**src/rtl/dlgr_pkg.sv**
```systemverilog
`timescale 1ns / 1ps
`default_nettype none
// ----------------------------------------------------------------------------
// DVD LPCM group repacker package
// Shared constants, format decode and the job type passed from front to back.
// ----------------------------------------------------------------------------
package dlgr_pkg;

   localparam int unsigned GroupBytes = 12;

   localparam logic [1:0] WIDTH_16 = 2'd0;
   localparam logic [1:0] WIDTH_20 = 2'd1;
   localparam logic [1:0] WIDTH_24 = 2'd2;

   localparam logic [1:0] FMT_SEL_20 = 2'b01;
   localparam logic [1:0] FMT_SEL_24 = 2'b10;

   localparam logic [3:0] SIZE_20 = 4'd10;
   localparam logic [3:0] SIZE_24 = 4'd12;

   localparam logic [2:0] PREFIX_LAST = 3'd4;
   localparam logic [16:0] PAYLOAD_BASE = 17'd5;
   localparam logic [16:0] POS_MAX = 17'h1FFFF;

   localparam logic [3:0] MAP24 [GroupBytes] = '{
      4'd0, 4'd1, 4'd8, 4'd2, 4'd3, 4'd9, 4'd4, 4'd5, 4'd10, 4'd6, 4'd7, 4'd11
   };

   typedef struct packed {
      logic [1:0] width_code;
      logic       rate_high;
      logic [3:0] channel_count;
      logic       mute_flag;
      logic       emphasis_flag;
      logic [7:0] dyn_range;
   } format_type;

   typedef struct packed {
      logic [GroupBytes-1:0][7:0] data;
      logic [GroupBytes-1:0]      ap_mask;
      logic [3:0]                 count;
      format_type                 fmt;
   } job_type;

   function automatic logic [1:0] width_of(input logic [23:0] word);
      logic [1:0] sel;
      sel = word[15:14];
      if (sel == FMT_SEL_24) begin
         return WIDTH_24;
      end else if (sel == FMT_SEL_20) begin
         return WIDTH_20;
      end
      return WIDTH_16;
   endfunction

   function automatic format_type decode_format(input logic [23:0] word);
      format_type f;
      f.width_code    = width_of(word);
      f.rate_high     = word[12];
      f.channel_count = {1'b0, word[10:8]} + 4'd1;
      f.mute_flag     = word[22];
      f.emphasis_flag = word[23];
      f.dyn_range     = word[7:0];
      return f;
   endfunction

endpackage
`default_nettype wire

```
**src/rtl/dlgr_if.sv**
```systemverilog
`timescale 1ns / 1ps
`default_nettype none
// ----------------------------------------------------------------------------
// DVD LPCM group repacker channels
// Valid/ready channels for packet bytes in and PCM bytes out.
// ----------------------------------------------------------------------------
interface dlgr_req_if;
   logic       valid;
   logic       ready;
   logic [7:0] data_byte;
   logic       packet_start;
   logic       packet_end;

   modport source (output valid, data_byte, packet_start, packet_end, input ready);
   modport sink   (input valid, data_byte, packet_start, packet_end, output ready);
endinterface

interface dlgr_rsp_if;
   logic       valid;
   logic       ready;
   logic [7:0] out_byte;
   logic       last_of_run;
   logic       access_point;
   logic [1:0] width_code;
   logic       rate_high;
   logic [3:0] channel_count;
   logic       mute_flag;
   logic       emphasis_flag;
   logic [7:0] dyn_range;

   modport source (output valid, out_byte, last_of_run, access_point, width_code,
                   rate_high, channel_count, mute_flag, emphasis_flag, dyn_range,
                   input ready);
   modport sink   (input valid, out_byte, last_of_run, access_point, width_code,
                   rate_high, channel_count, mute_flag, emphasis_flag, dyn_range,
                   output ready);
endinterface
`default_nettype wire

```
**src/rtl/dlgr_front.sv**
```systemverilog
`timescale 1ns / 1ps
`default_nettype none
// ----------------------------------------------------------------------------
// DVD LPCM group repacker front
// Parse the packet prefix, collect payload groups and post output jobs.
// ----------------------------------------------------------------------------
module dlgr_front
   import dlgr_pkg::*;
(
   input  wire logic  clock,
   input  wire logic  reset,
   dlgr_req_if.sink   req_if,
   input  wire logic  push_ready,
   output logic       push_valid,
   output job_type    push_job
);

   logic [16:0] pos_ff, pos_in;
   logic [31:0] prefix_ff, prefix_in;
   logic [23:0] format_ff, format_in;
   logic        fvalid_ff, fvalid_in;
   logic [15:0] ao_ff, ao_in;
   logic [3:0]  fill_ff, fill_in;
   logic [7:0]  store_ff [GroupBytes];

   logic        accept;
   logic        st, en;
   logic [7:0]  b;
   logic [16:0] pos_e, p, ao_m4, s;
   logic [3:0]  fill_e, fill_w, nf, size, j;
   logic [1:0]  mode;
   logic        in_prefix, payload, ao_gt4, brk, ap_start, grouped;
   logic [7:0]  nstore [GroupBytes];
   job_type     job;

   assign accept = req_if.valid && req_if.ready;
   assign req_if.ready = push_ready;
   assign st = req_if.packet_start;
   assign en = req_if.packet_end;
   assign b  = req_if.data_byte;

   always_comb begin
      pos_e     = st ? 17'd0 : pos_ff;
      fill_e    = st ? 4'd0 : fill_ff;
      in_prefix = pos_e < PAYLOAD_BASE;
      payload   = !in_prefix && fvalid_ff;
      mode      = width_of(format_ff);
      grouped   = mode != WIDTH_16;
      size      = (mode == WIDTH_20) ? SIZE_20 : SIZE_24;
      p         = pos_e - PAYLOAD_BASE;
      ao_gt4    = ao_ff > 16'd4;
      ao_m4     = {1'b0, ao_ff} - 17'd4;
      brk       = ao_gt4 && (p == ao_m4);
      fill_w    = brk ? 4'd0 : fill_e;
      if (fill_w >= size) begin
         fill_w = 4'd0;
      end
      nf        = fill_w + 4'd1;
      s         = p + 17'd1 - {13'd0, nf};
      ap_start  = ao_gt4 && (s == ao_m4);
      j         = brk ? fill_e : fill_w;
      for (int i = 0; i < GroupBytes; i++) begin
         nstore[i]   = (4'(i) == fill_w) ? b : store_ff[i];
      end

      job.fmt     = decode_format(format_ff);
      job.ap_mask = '0;
      job.count   = 4'd0;
      for (int i = 0; i < GroupBytes; i++) begin
         job.data[i] = (4'(i) == j) ? b : store_ff[i];
      end

      if (!grouped) begin
         job.data[0]    = b;
         job.ap_mask[0] = brk;
         job.count      = 4'd1;
      end else if (nf == size) begin
         job.count      = 4'd12;
         job.ap_mask[0] = ap_start;
         if (mode == WIDTH_20) begin
            job.data[0]  = nstore[0];
            job.data[1]  = nstore[1];
            job.data[2]  = {nstore[8][7:4], 4'd0};
            job.data[3]  = nstore[2];
            job.data[4]  = nstore[3];
            job.data[5]  = {nstore[8][3:0], 4'd0};
            job.data[6]  = nstore[4];
            job.data[7]  = nstore[5];
            job.data[8]  = {nstore[9][7:4], 4'd0};
            job.data[9]  = nstore[6];
            job.data[10] = nstore[7];
            job.data[11] = {nstore[9][3:0], 4'd0};
         end else begin
            for (int i = 0; i < GroupBytes; i++) begin
               job.data[i] = nstore[MAP24[i]];
            end
         end
      end else if (mode == WIDTH_24) begin
         if (brk) begin
            job.count = fill_e + {3'd0, en};
            job.ap_mask[fill_e] = en;
         end else if (en) begin
            job.count      = nf;
            job.ap_mask[0] = ap_start;
         end
      end

      push_job   = job;
      push_valid = accept && payload && (job.count != 4'd0);

      pos_in    = pos_ff;
      prefix_in = prefix_ff;
      format_in = format_ff;
      fvalid_in = fvalid_ff;
      ao_in     = ao_ff;
      fill_in   = fill_ff;
      if (accept) begin
         if (en) begin
            pos_in = 17'd0;
         end else if (pos_e < POS_MAX) begin
            pos_in = pos_e + 17'd1;
         end else begin
            pos_in = pos_e;
         end
         if (in_prefix) begin
            prefix_in = {prefix_ff[23:0], b};
            if (pos_e[2:0] == PREFIX_LAST) begin
               ao_in     = prefix_ff[31:16];
               format_in = {prefix_ff[15:0], b};
               fvalid_in = fvalid_ff || ({prefix_ff[15:0], b} != 24'd0);
            end
         end
         if (en) begin
            fill_in = 4'd0;
         end else if (payload && grouped) begin
            fill_in = (nf == size) ? 4'd0 : nf;
         end else begin
            fill_in = fill_e;
         end
      end
   end

   always_ff @(posedge clock) begin
      if (reset) begin
         pos_ff    <= '0;
         prefix_ff <= '0;
         format_ff <= '0;
         fvalid_ff <= 1'b0;
         ao_ff     <= '0;
         fill_ff   <= '0;
      end else begin
         pos_ff    <= pos_in;
         prefix_ff <= prefix_in;
         format_ff <= format_in;
         fvalid_ff <= fvalid_in;
         ao_ff     <= ao_in;
         fill_ff   <= fill_in;
      end
   end

   always_ff @(posedge clock) begin
      if (accept && payload && grouped) begin
         store_ff[fill_w] <= b;
      end
   end

endmodule
`default_nettype wire

```
**src/rtl/dlgr_queue.sv**
```systemverilog
`timescale 1ns / 1ps
`default_nettype none
// ----------------------------------------------------------------------------
// DVD LPCM group repacker job queue
// Short first-in first-out store of jobs between front and back.
// ----------------------------------------------------------------------------
module dlgr_queue
   import dlgr_pkg::*;
#(
   parameter int unsigned DEPTH = 2
) (
   input  wire logic    clock,
   input  wire logic    reset,
   input  wire logic    push_valid,
   input  wire job_type push_job,
   output logic         push_ready,
   output logic         head_valid,
   output job_type      head_job,
   input  wire logic    pop
);

   localparam int unsigned PtrWidth = (DEPTH > 1) ? $clog2(DEPTH) : 1;
   localparam int unsigned CntWidth = $clog2(DEPTH + 1);
   localparam logic [PtrWidth-1:0] PtrLast = PtrWidth'(DEPTH - 1);
   localparam logic [CntWidth-1:0] CntFull = CntWidth'(DEPTH);

   job_type               mem [DEPTH];
   logic [PtrWidth-1:0]   wr_ff, wr_in, rd_ff, rd_in;
   logic [CntWidth-1:0]   cnt_ff, cnt_in;
   logic                  do_push, do_pop;

   assign push_ready = cnt_ff != CntFull;
   assign head_valid = cnt_ff != '0;
   assign head_job   = mem[rd_ff];
   assign do_push    = push_valid && push_ready;
   assign do_pop     = pop && head_valid;

   always_comb begin
      wr_in  = wr_ff;
      rd_in  = rd_ff;
      cnt_in = cnt_ff;
      if (do_push) begin
         wr_in = (wr_ff == PtrLast) ? '0 : wr_ff + 1'b1;
      end
      if (do_pop) begin
         rd_in = (rd_ff == PtrLast) ? '0 : rd_ff + 1'b1;
      end
      if (do_push && !do_pop) begin
         cnt_in = cnt_ff + 1'b1;
      end else if (do_pop && !do_push) begin
         cnt_in = cnt_ff - 1'b1;
      end
   end

   always_ff @(posedge clock) begin
      if (reset) begin
         wr_ff  <= '0;
         rd_ff  <= '0;
         cnt_ff <= '0;
      end else begin
         wr_ff  <= wr_in;
         rd_ff  <= rd_in;
         cnt_ff <= cnt_in;
      end
   end

   always_ff @(posedge clock) begin
      if (do_push) begin
         mem[wr_ff] <= push_job;
      end
   end

endmodule
`default_nettype wire

```
**src/rtl/dlgr_back.sv**
```systemverilog
`timescale 1ns / 1ps
`default_nettype none
// ----------------------------------------------------------------------------
// DVD LPCM group repacker back
// Serialize each job into output words through a registered output stage.
// ----------------------------------------------------------------------------
module dlgr_back
   import dlgr_pkg::*;
(
   input  wire logic    clock,
   input  wire logic    reset,
   input  wire logic    head_valid,
   input  wire job_type head_job,
   output logic         pop,
   dlgr_rsp_if.source   rsp_if
);

   logic [3:0]  idx_ff, idx_in;
   logic        valid_ff, valid_in;
   logic [7:0]  byte_ff;
   logic        last_ff, ap_ff;
   format_type  fmt_ff;
   logic        load, last;

   assign load = head_valid && (!valid_ff || rsp_if.ready);
   assign last = idx_ff == (head_job.count - 4'd1);
   assign pop  = load && last;

   always_comb begin
      idx_in   = idx_ff;
      valid_in = valid_ff;
      if (load) begin
         idx_in   = last ? 4'd0 : idx_ff + 4'd1;
         valid_in = 1'b1;
      end else if (rsp_if.ready) begin
         valid_in = 1'b0;
      end
   end

   always_ff @(posedge clock) begin
      if (reset) begin
         idx_ff   <= '0;
         valid_ff <= 1'b0;
      end else begin
         idx_ff   <= idx_in;
         valid_ff <= valid_in;
      end
   end

   always_ff @(posedge clock) begin
      if (load) begin
         byte_ff <= head_job.data[idx_ff];
         ap_ff   <= head_job.ap_mask[idx_ff];
         last_ff <= last;
         fmt_ff  <= head_job.fmt;
      end
   end

   assign rsp_if.valid         = valid_ff;
   assign rsp_if.out_byte      = byte_ff;
   assign rsp_if.last_of_run   = last_ff;
   assign rsp_if.access_point  = ap_ff;
   assign rsp_if.width_code    = fmt_ff.width_code;
   assign rsp_if.rate_high     = fmt_ff.rate_high;
   assign rsp_if.channel_count = fmt_ff.channel_count;
   assign rsp_if.mute_flag     = fmt_ff.mute_flag;
   assign rsp_if.emphasis_flag = fmt_ff.emphasis_flag;
   assign rsp_if.dyn_range     = fmt_ff.dyn_range;

endmodule
`default_nettype wire

```
**src/rtl/dvd_lpcm_group_repacker_unit.sv**
```systemverilog
`timescale 1ns / 1ps
`default_nettype none
// A completed run is registered in the job queue, then in the back output register.
// Throughput: one output word per cycle while PCM side is ready, set by the back serializer.
// Input: one word per cycle at 16 and 24 bits, five in six at 20 bits, while PCM is ready.
// A queued job leaves as a run of up to 12 output words, one per cycle while PCM is ready.
// Reset: synchronous, clears prefix, format, fill and queue state; group bytes are not cleared.
// ----------------------------------------------------------------------------
// DVD LPCM group repacker
// Regroup DVD LPCM packet payload into big-endian PCM output words.
// ----------------------------------------------------------------------------
module dvd_lpcm_group_repacker_unit
   import dlgr_pkg::*;
#(
   parameter int unsigned QUEUE_DEPTH = 2
) (
   input  wire logic  clock,
   input  wire logic  reset,
   dlgr_req_if.sink   req_if,
   dlgr_rsp_if.source rsp_if
);

   logic    push_valid, push_ready, head_valid, pop;
   job_type push_job, head_job;

   dlgr_front u_front (
      .clock      (clock),
      .reset      (reset),
      .req_if     (req_if),
      .push_ready (push_ready),
      .push_valid (push_valid),
      .push_job   (push_job)
   );

   dlgr_queue #(
      .DEPTH (QUEUE_DEPTH)
   ) u_queue (
      .clock      (clock),
      .reset      (reset),
      .push_valid (push_valid),
      .push_job   (push_job),
      .push_ready (push_ready),
      .head_valid (head_valid),
      .head_job   (head_job),
      .pop        (pop)
   );

   dlgr_back u_back (
      .clock      (clock),
      .reset      (reset),
      .head_valid (head_valid),
      .head_job   (head_job),
      .pop        (pop),
      .rsp_if     (rsp_if)
   );

endmodule
`default_nettype wire

```
**src/flat_wrapper.sv**
```systemverilog
// flat-port wrapper written by rule: the top's interface ports become plain ports
module dvd_lpcm_group_repacker_unit_flat import dlgr_pkg::*;
#(
   parameter int unsigned QUEUE_DEPTH = 2
)
  (clock, reset, req_if_valid, req_if_data_byte, req_if_packet_start, req_if_packet_end, req_if_ready, rsp_if_valid, rsp_if_out_byte, rsp_if_last_of_run, rsp_if_access_point, rsp_if_width_code, rsp_if_rate_high, rsp_if_channel_count, rsp_if_mute_flag, rsp_if_emphasis_flag, rsp_if_dyn_range, rsp_if_ready);
  dlgr_req_if req_if_i ();
  dlgr_rsp_if rsp_if_i ();
  input  wire logic clock;
  input  wire logic reset;
  input wire logic [$bits(req_if_i.valid)-1:0] req_if_valid;
  input wire logic [$bits(req_if_i.data_byte)-1:0] req_if_data_byte;
  input wire logic [$bits(req_if_i.packet_start)-1:0] req_if_packet_start;
  input wire logic [$bits(req_if_i.packet_end)-1:0] req_if_packet_end;
  output wire logic [$bits(req_if_i.ready)-1:0] req_if_ready;
  output wire logic [$bits(rsp_if_i.valid)-1:0] rsp_if_valid;
  output wire logic [$bits(rsp_if_i.out_byte)-1:0] rsp_if_out_byte;
  output wire logic [$bits(rsp_if_i.last_of_run)-1:0] rsp_if_last_of_run;
  output wire logic [$bits(rsp_if_i.access_point)-1:0] rsp_if_access_point;
  output wire logic [$bits(rsp_if_i.width_code)-1:0] rsp_if_width_code;
  output wire logic [$bits(rsp_if_i.rate_high)-1:0] rsp_if_rate_high;
  output wire logic [$bits(rsp_if_i.channel_count)-1:0] rsp_if_channel_count;
  output wire logic [$bits(rsp_if_i.mute_flag)-1:0] rsp_if_mute_flag;
  output wire logic [$bits(rsp_if_i.emphasis_flag)-1:0] rsp_if_emphasis_flag;
  output wire logic [$bits(rsp_if_i.dyn_range)-1:0] rsp_if_dyn_range;
  input wire logic [$bits(rsp_if_i.ready)-1:0] rsp_if_ready;
  assign req_if_i.valid = req_if_valid;
  assign req_if_i.data_byte = req_if_data_byte;
  assign req_if_i.packet_start = req_if_packet_start;
  assign req_if_i.packet_end = req_if_packet_end;
  assign req_if_ready = req_if_i.ready;
  assign rsp_if_valid = rsp_if_i.valid;
  assign rsp_if_out_byte = rsp_if_i.out_byte;
  assign rsp_if_last_of_run = rsp_if_i.last_of_run;
  assign rsp_if_access_point = rsp_if_i.access_point;
  assign rsp_if_width_code = rsp_if_i.width_code;
  assign rsp_if_rate_high = rsp_if_i.rate_high;
  assign rsp_if_channel_count = rsp_if_i.channel_count;
  assign rsp_if_mute_flag = rsp_if_i.mute_flag;
  assign rsp_if_emphasis_flag = rsp_if_i.emphasis_flag;
  assign rsp_if_dyn_range = rsp_if_i.dyn_range;
  assign rsp_if_i.ready = rsp_if_ready;
  dvd_lpcm_group_repacker_unit #(.QUEUE_DEPTH(QUEUE_DEPTH)) u_core (.clock(clock), .reset(reset), .req_if(req_if_i), .rsp_if(rsp_if_i));
endmodule
```
**config.mk**
```make
export PLATFORM = sky130hd
export DESIGN_NAME = dvd_lpcm_group_repacker_unit_flat
export DESIGN_NICKNAME = d
export VERILOG_FILES = /design/src/rtl/dlgr_pkg.sv /design/src/rtl/dlgr_if.sv /design/src/rtl/dlgr_front.sv /design/src/rtl/dlgr_queue.sv /design/src/rtl/dlgr_back.sv /design/src/rtl/dvd_lpcm_group_repacker_unit.sv /design/src/flat_wrapper.sv
export SDC_FILE = /design/constraint.sdc
export NUM_CORES = 1
export LEC_CHECK = 0
export ABC_AREA = 1
export ABC_CLOCK_PERIOD_IN_PS = 19300
export BUFFER_PORTS_ARGS = -buffer_cell sky130_fd_sc_hd__buf_2
export CAP_MARGIN = 20
export CORE_ASPECT_RATIO = 0.9
export CORE_MARGIN = 1.5
export CORE_UTILIZATION = 25
export DETAILED_ROUTE_END_ITERATION = 10
export PLACE_DENSITY = 0.46
export RECOVER_POWER = 50
export SYNTH_ARGS = -nofsm -noshare
export SYNTH_HDL_FRONTEND = slang
export SYNTH_SLANG_ARGS = --single-unit
```
**constraint.sdc**
```tcl
create_clock -name clock -period 19.3 [get_ports clock]
set_input_delay 0 -clock clock [delete_from_list [all_inputs] [get_ports clock]]
set_output_delay 0 -clock clock [all_outputs]
set_load 0.01 [all_outputs]
```
# After elaboration in Yosys (flattened, before gate mapping)
# Memory sizes are Yosys's and may differ from the RTL's. A register that Yosys moved wholly into a read port is not among the register bits.
# Index checks and enable logic that the tools add are counted.
[totals] reg_bits=130 ramBits=354 out_inout_bits=29 elab_cells=178 n_memories=2
[mem_list] memory="u_core.u_queue.mem" words=2 width=129 read_ports=1 rd_ports_with_merged_regs=1 wr=1 line="dlgr_queue.sv:27" text="job_type mem [DEPTH];"
[mem_list] memory="u_core.u_front.store_ff" words=12 width=8 read_ports=12 rd_ports_with_merged_regs=0 wr=1 line="dlgr_front.sv:24" text="logic [7:0] store_ff [GroupBytes];"
[classes] add_sub_neg=14 n_lt_le_gt_ge=7 eq_ne=32 mux=71 bitwise=1 n_reduce_logical=31
[ops] cell="8-bit 2-to-1 mux" n=26
[ops] cell="96-bit 2-to-1 mux" n=2
[ops] cell="88-bit 2-to-1 mux" n=1
[ops] cell="17-bit 2-to-1 mux" n=3
[ops] cell="17-bit by 1-bit adder with 17-bit output (second input constant)" n=2
[ops] cell="17-bit == test" n=2
[ops] cell="11-bit 2-to-1 mux" n=3
[ops] cell="8-bit binary-select mux with 4-bit select" n=1
[ops] cell="3-bit by 4-bit == test with 1-bit output (first input constant)" n=8
[ops] cell="4-bit == test (first input constant)" n=8
[ops] cell="4-bit 2-to-1 mux" n=8
[ops] cell="24-bit nonzero test" n=1
[ops] cell="5-bit 2-to-1 mux" n=4
[ops] cell="17-bit less-than comparator (second input constant)" n=1
[ops] cell="17-bit by 3-bit less-than comparator with 1-bit output (second input constant)" n=1
[ops] cell="16-bit by 3-bit subtractor with 17-bit output (second input constant)" n=1
[ops] cell="17-bit by 3-bit subtractor with 17-bit output (second input constant)" n=1
[ops] cell="17-bit by 4-bit subtractor with 17-bit output" n=1
[ops] cell="2-bit by 4-bit == test with 1-bit output (first input constant)" n=4
[ops] cell="16-bit by 3-bit > comparator with 1-bit output (second input constant)" n=1
[ops] cell="16-bit 2-to-1 mux" n=1
[ops] cell="1-bit logical AND" n=15
[ops] cell="1-bit 2-to-1 mux" n=14
[ops] cell="12-bit bitwise AND" n=1
[ops] cell="other kinds (27)" n=46

# Depth between registers and ports, before layout
[logic_depth] word_depth=24 mapped_depth=51

# By module
# Synthesis repeated with hierarchy kept, for this count alone.
[unflattened] cells_unflattened=2572 area_unflattened_um2=24247.0
[modules_own_cells] module="dlgr_front" n_inst=1 cells_per_inst=1838 area_each_um2=12459.4
[modules_own_cells] module="dlgr_queue" n_inst=1 cells_per_inst=438 area_each_um2=9590.4
[modules_own_cells] module="dlgr_back" n_inst=1 cells_per_inst=296 area_each_um2=2197.1

# Worst setup path before layout
# Ideal clock, no wire load.
[synth_path] kind="register to register" start="register u_core.u_front.ao_ff[2]" end="memory u_core.u_queue.mem[0][0] in the netlist's numbering (enable)" arrival_time_ns=8.804 required_time_ns=18.682 slack_ns=9.877 path_stages_with_launch=30 path_cell_list="dfxtp_1 -> inv_2 -> ha_1 -> nand2_1 -> nor2_1 -> nand2_1 -> xor2_1 -> nand2_1 -> nand3_1 -> nor2_1 -> nand3_2 -> inv_1 -> nor2_1 -> inv_1 -> ha_1 -> nand2_1 -> nor2_1 -> nor2_2 -> buf_4 -> nand3_2 -> nand2_1 -> nand3_2 -> nor2_4 -> nand2_2 -> buf_6 -> nand2_2 -> inv_2 -> nand2_2 -> nand2_1 -> nor2_1"
[synth_rtl] item="start: declaration" line="dlgr_front.sv:22" text="logic [15:0] ao_ff, ao_in;"
[synth_rtl] item="start signal: assignment" line="dlgr_front.sv:156" text="ao_ff <= ao_in;"
[synth_rtl] item="end: declaration" line="dlgr_queue.sv:27"

==> impl_metrics.yaml <==
grt:
  grt_usage: 0.151
  grt_pass1_vias: 16800
  grt_pass1_wl_um: 108000
  antenna_found_initial: 1
  grt-ovfl-total: 0
  grt_max_degree: 83
synthesis:
  seq_area_frac_synth: 0.576
  synthTopCellsByArea: "edfxtp_1 49%, dfxtp_1 8.3%, nand2_1 8.0%"
  ys_async_sr_fraction: 0
  syn_area_mm2: 0.0232
  synth_fa_ha_area_frac: 0.0187
  synth_cell_types: 53
  synth_top_family_by_area: "simple AND/OR/NAND/NOR gates"
  synth_top_flop_cell: "edfxtp_1"
  syn-num-nets: 2549
  yosys.area.top_type: "edfxtp_1"
  synthXorXnorAreaFrac: 0.0227
  synth_top_cell_area_share: 0.494
  synth_commonest_cells: "496 x nand2_1, 381 x edfxtp_1, 337 x nor2_1, 285 x o21ai_0, 155 x a21oi_1"
  synthSimpleGateAreaFrac: 0.178
  muxShareOfSynthArea: 0.00475
  synth-seq-cells: 477
  synth_compound_area_frac: 0.148
  synth.most_common_cell: "nand2_1"
  synth_edf_count: 381
  syn_area_per_cell_um2: 9.27
  yosysWarningCount: 0
  syn_inst: 2501
placed_design:
  dp_hpwl_um: 47300
  gp_congestion: 0.829
  io_buffers: 42
min_path:
  worstHoldStart: "reset"
  hold_depth: 2
  hold_path.class: "primary input to flop"
setup_path:
  critical_path.cell_chain: "clkinvlp_2, or2_2, o21ai_0, ha_1, xor2_1, o22ai_1, a21oi_1, o2111ai_1, inv_1, nand2_1, ha_1, a21oi_1, o21ai_0, o21ai_0, a21oi_1"
  critPathLaunchType: "flop"
  reg2reg_setup_slack_ns: 11.21
  path_buf_inv: 2
  criticalPathCategory: "flop to flop"
  crit_family: "buffers and inverters"
  critical_path.max_stage_delay_ns: 2.81
  r2r_end: "u_core.u_queue.cnt_ff[1]$_SDFFE_PP0P_"
  end_kind: "flop"
  worst_ep_required_time_ns: 19.78
  crit_fanout: 60
  slowest_stage: "clkinvlp_2"
  critPathArrivalTime_ns: 8.57
  rr_worst_depth: 15
power:
  p_int_mw: 1.70
  combPwrFrac: 0.021
  power.share.sequential: 0.514
  finalPower_mw: 2.15
  p_sw_mw: 0.456
  power.density_mw_per_mm2: 81.7
  vdd_drop_max_v: 0.0000595
  switching_share: 0.212
  clockPowerShare: 0.465
  cellLeakagePower_nw: 9.59
clock_network:
  cts_made_buffers: 49
  worst_skew_pair.late_latency_ns: 0.62
  clkTransAtPathRegs_ns: 0.06
  post_cts_buffers: 0
  cts_tree: "built"
  numClockSinks: 477
  ctsHoldBuffers: 11
  htreeDepth: 2
  cts-root-buf: "clkbuf_16"
  clk_path_buf_depth: 3
  cts-resized-gates: 0
final_layout:
  regArea_mm2: 0.0134
  fillCellCount: 9731
  nNetsFinal: 2552
  final_layout_size_suffix_gt1_frac: 0.0621
  multi_input_area_mm2: 0.00863
  area_delta_synth_final_pct: 13.6
routing:
  vias: 17800
  wl_um: 72100
  detail_route.wl_per_cell_um: 19.1
  route.detailed.drc: 0
  first_pass_iters: 5
  viasPerCell: 4.72
  ant_nets: 0
  drtIter0Drc: 1566
outcome:
  status: "finished with violations"
  failed_checks: "capacitance limit, slew limit"
die:
  die_h_um: 292
  dieArea_mm2: 0.0946
  pin_count: 43
  initial_core_util: 0.253
  rows: 105
  fp.coreArea_mm2: 0.0916
  die_x_um: 324
run:
  cap_violations: 13
sta:
  skew_ns: 0.0465
  fin_crit_sh: 0.419
  slew-limit-headroom: -1.10
  rsz0062_at_grt: "no"
  finalHoldViolations: 0
  tns_ns: 0
  fin_crit_ns: 8.09
  tightest_slew_ns: 3.15
  max_freq_mhz: 124
  setup_viol: 0
  maxSlewViolCount: 436
-- cell usage in the layout, fill, tap and decap left out, drive strengths merged, types with 43 or more instances in the layout --
master / count
xor2: 48
nand3: 104
nand2: 508
o21ai: 310
clkbuf: 109
a21oi: 155
o211ai: 43
dfxtp: 96
edfxtp: 381
nor2: 349
inv: 155
-- power by group through the flow --
stage / Combinational, mW / Sequential (mW) / Clock, mW
after floorplan: 0.0232 / 1.13 / 0
after global placement: 0.0457 / 1.13 / 0
after detailed placement: 0.0456 / 1.13 / 0
after CTS: 0.0476 / 1.10 / 1.02
after global routing: 0.0497 / 1.10 / 1.07
final: 0.0457 / 1.11 / 1.00
-- per-stage QoR --
stage	hold slack [ns]	utilization	setup slack [ns]	instance area, um^2	std cells
after CTS	0.0112	0.289	12.08	26500	3775
final	0.0154	0.287	11.21	26300	3776
after floorplan	0.0989	-	9.88	23200	2501
after detailed placement	0.347	0.269	12.10	24700	3672
after global routing	0.0811	0.287	10.27	26300	3775
after global placement	0.346	0.269	12.21	24700	3671
-- cell type report --
cell class,count,share of cell area
Sequential cell,477,0.508
Multi-Input combinational cell,1725,0.328
Tap cell,1230,0.0585
Clock buffer,61,0.0503
Inverter,164,0.0238
Timing Repair Buffer,87,0.0181
Clock inverter,31,0.0137
Antenna cell,1,0.0000951
-- worst reg2reg max path, stage by stage, from the launching register on --
cell	delay, ns
dfxtp_1	1.96
clkinvlp_2	2.83
or2_2	1.02
o21ai_0	0.20
ha_1	0.25
xor2_1	0.18
o22ai_1	0.11
a21oi_1	0.16
o2111ai_1	0.12
inv_1	0.11
nand2_1	0.13
ha_1	0.44
a21oi_1	0.11
o21ai_0	0.13
o21ai_0	0.18
a21oi_1	0.05
-- registers in the layout, summed over array words and instances (netlist names), named ones only --
signal and flops:
u_core.u_queue.cnt_ff 2, u_core.u_back.idx_ff 4, u_core.u_back.rsp_if.dyn_range 8, u_core.u_front.format_ff 16, u_core.u_front.prefix_ff 32, u_core.u_back.rsp_if.emphasis_flag 1
u_core.u_back.rsp_if.valid 1, u_core.u_queue.mem 258, u_core.u_front.pos_ff 17, u_core.u_front.fvalid_ff 1, u_core.u_back.rsp_if.out_byte 8, u_core.u_front.fill_ff 4
u_core.u_back.rsp_if.rate_high 1, u_core.u_queue.wr_ff 1, u_core.u_queue.rd_ff 1, u_core.u_back.rsp_if.last_of_run 1, u_core.u_front.ao_ff 16, u_core.u_back.rsp_if.width_code 2
u_core.u_back.rsp_if.channel_count 4, u_core.u_front.store_ff 96, u_core.u_back.rsp_if.mute_flag 1, u_core.u_back.rsp_if.access_point 1
-- worst max path at each step --
stage / start / to / slack [ns] / cells after the start
global route: flop / u_core.u_queue.cnt_ff[1]$_SDFFE_PP0P_ / 10.27 / 15
floorplan: u_core.u_front.ao_ff[2]$_SDFFE_PP0P_ / u_core.u_queue.mem[0][0]$_DFFE_PP_ / 9.88 / 29
finish: flop / u_core.u_queue.cnt_ff[1]$_SDFFE_PP0P_ / 11.21 / 15
CTS: u_core.u_front.ao_ff[2]$_SDFFE_PP0P_ / u_core.u_queue.mem[0][21]$_DFFE_PP_ / 12.08 / 39
global placement: u_core.u_front.ao_ff[2]$_SDFFE_PP0P_ / u_core.u_queue.mem[0][21]$_DFFE_PP_ / 12.21 / 39
detailed placement: u_core.u_front.ao_ff[2]$_SDFFE_PP0P_ / u_core.u_queue.mem[0][21]$_DFFE_PP_ / 12.10 / 39
-- metal layers --
| layer | track usage | vias up | share of wire |
|---|---|---|---|
| li1 | - | 8710 | - |
| met2 | 0.232 | 375 | 0.45 |
| met4 | 0.0403 | 2 | 0.021 |
| met1 | 0.221 | 8642 | 0.49 |
| met5 | 0 | - | 0.00018 |
| met3 | 0.0200 | 84 | 0.045 |
-- cell families after synthesis --
kind of cell,Yosys count
AND/OR/NAND/NOR,1009
AO/OA/AOI/OAI,612
flip-flops,477
buffers and inverters,299
XOR/XNOR,60
adder cells (fa/ha/maj),34
multiplexers,10
Power figures use the tool's default switching activity.
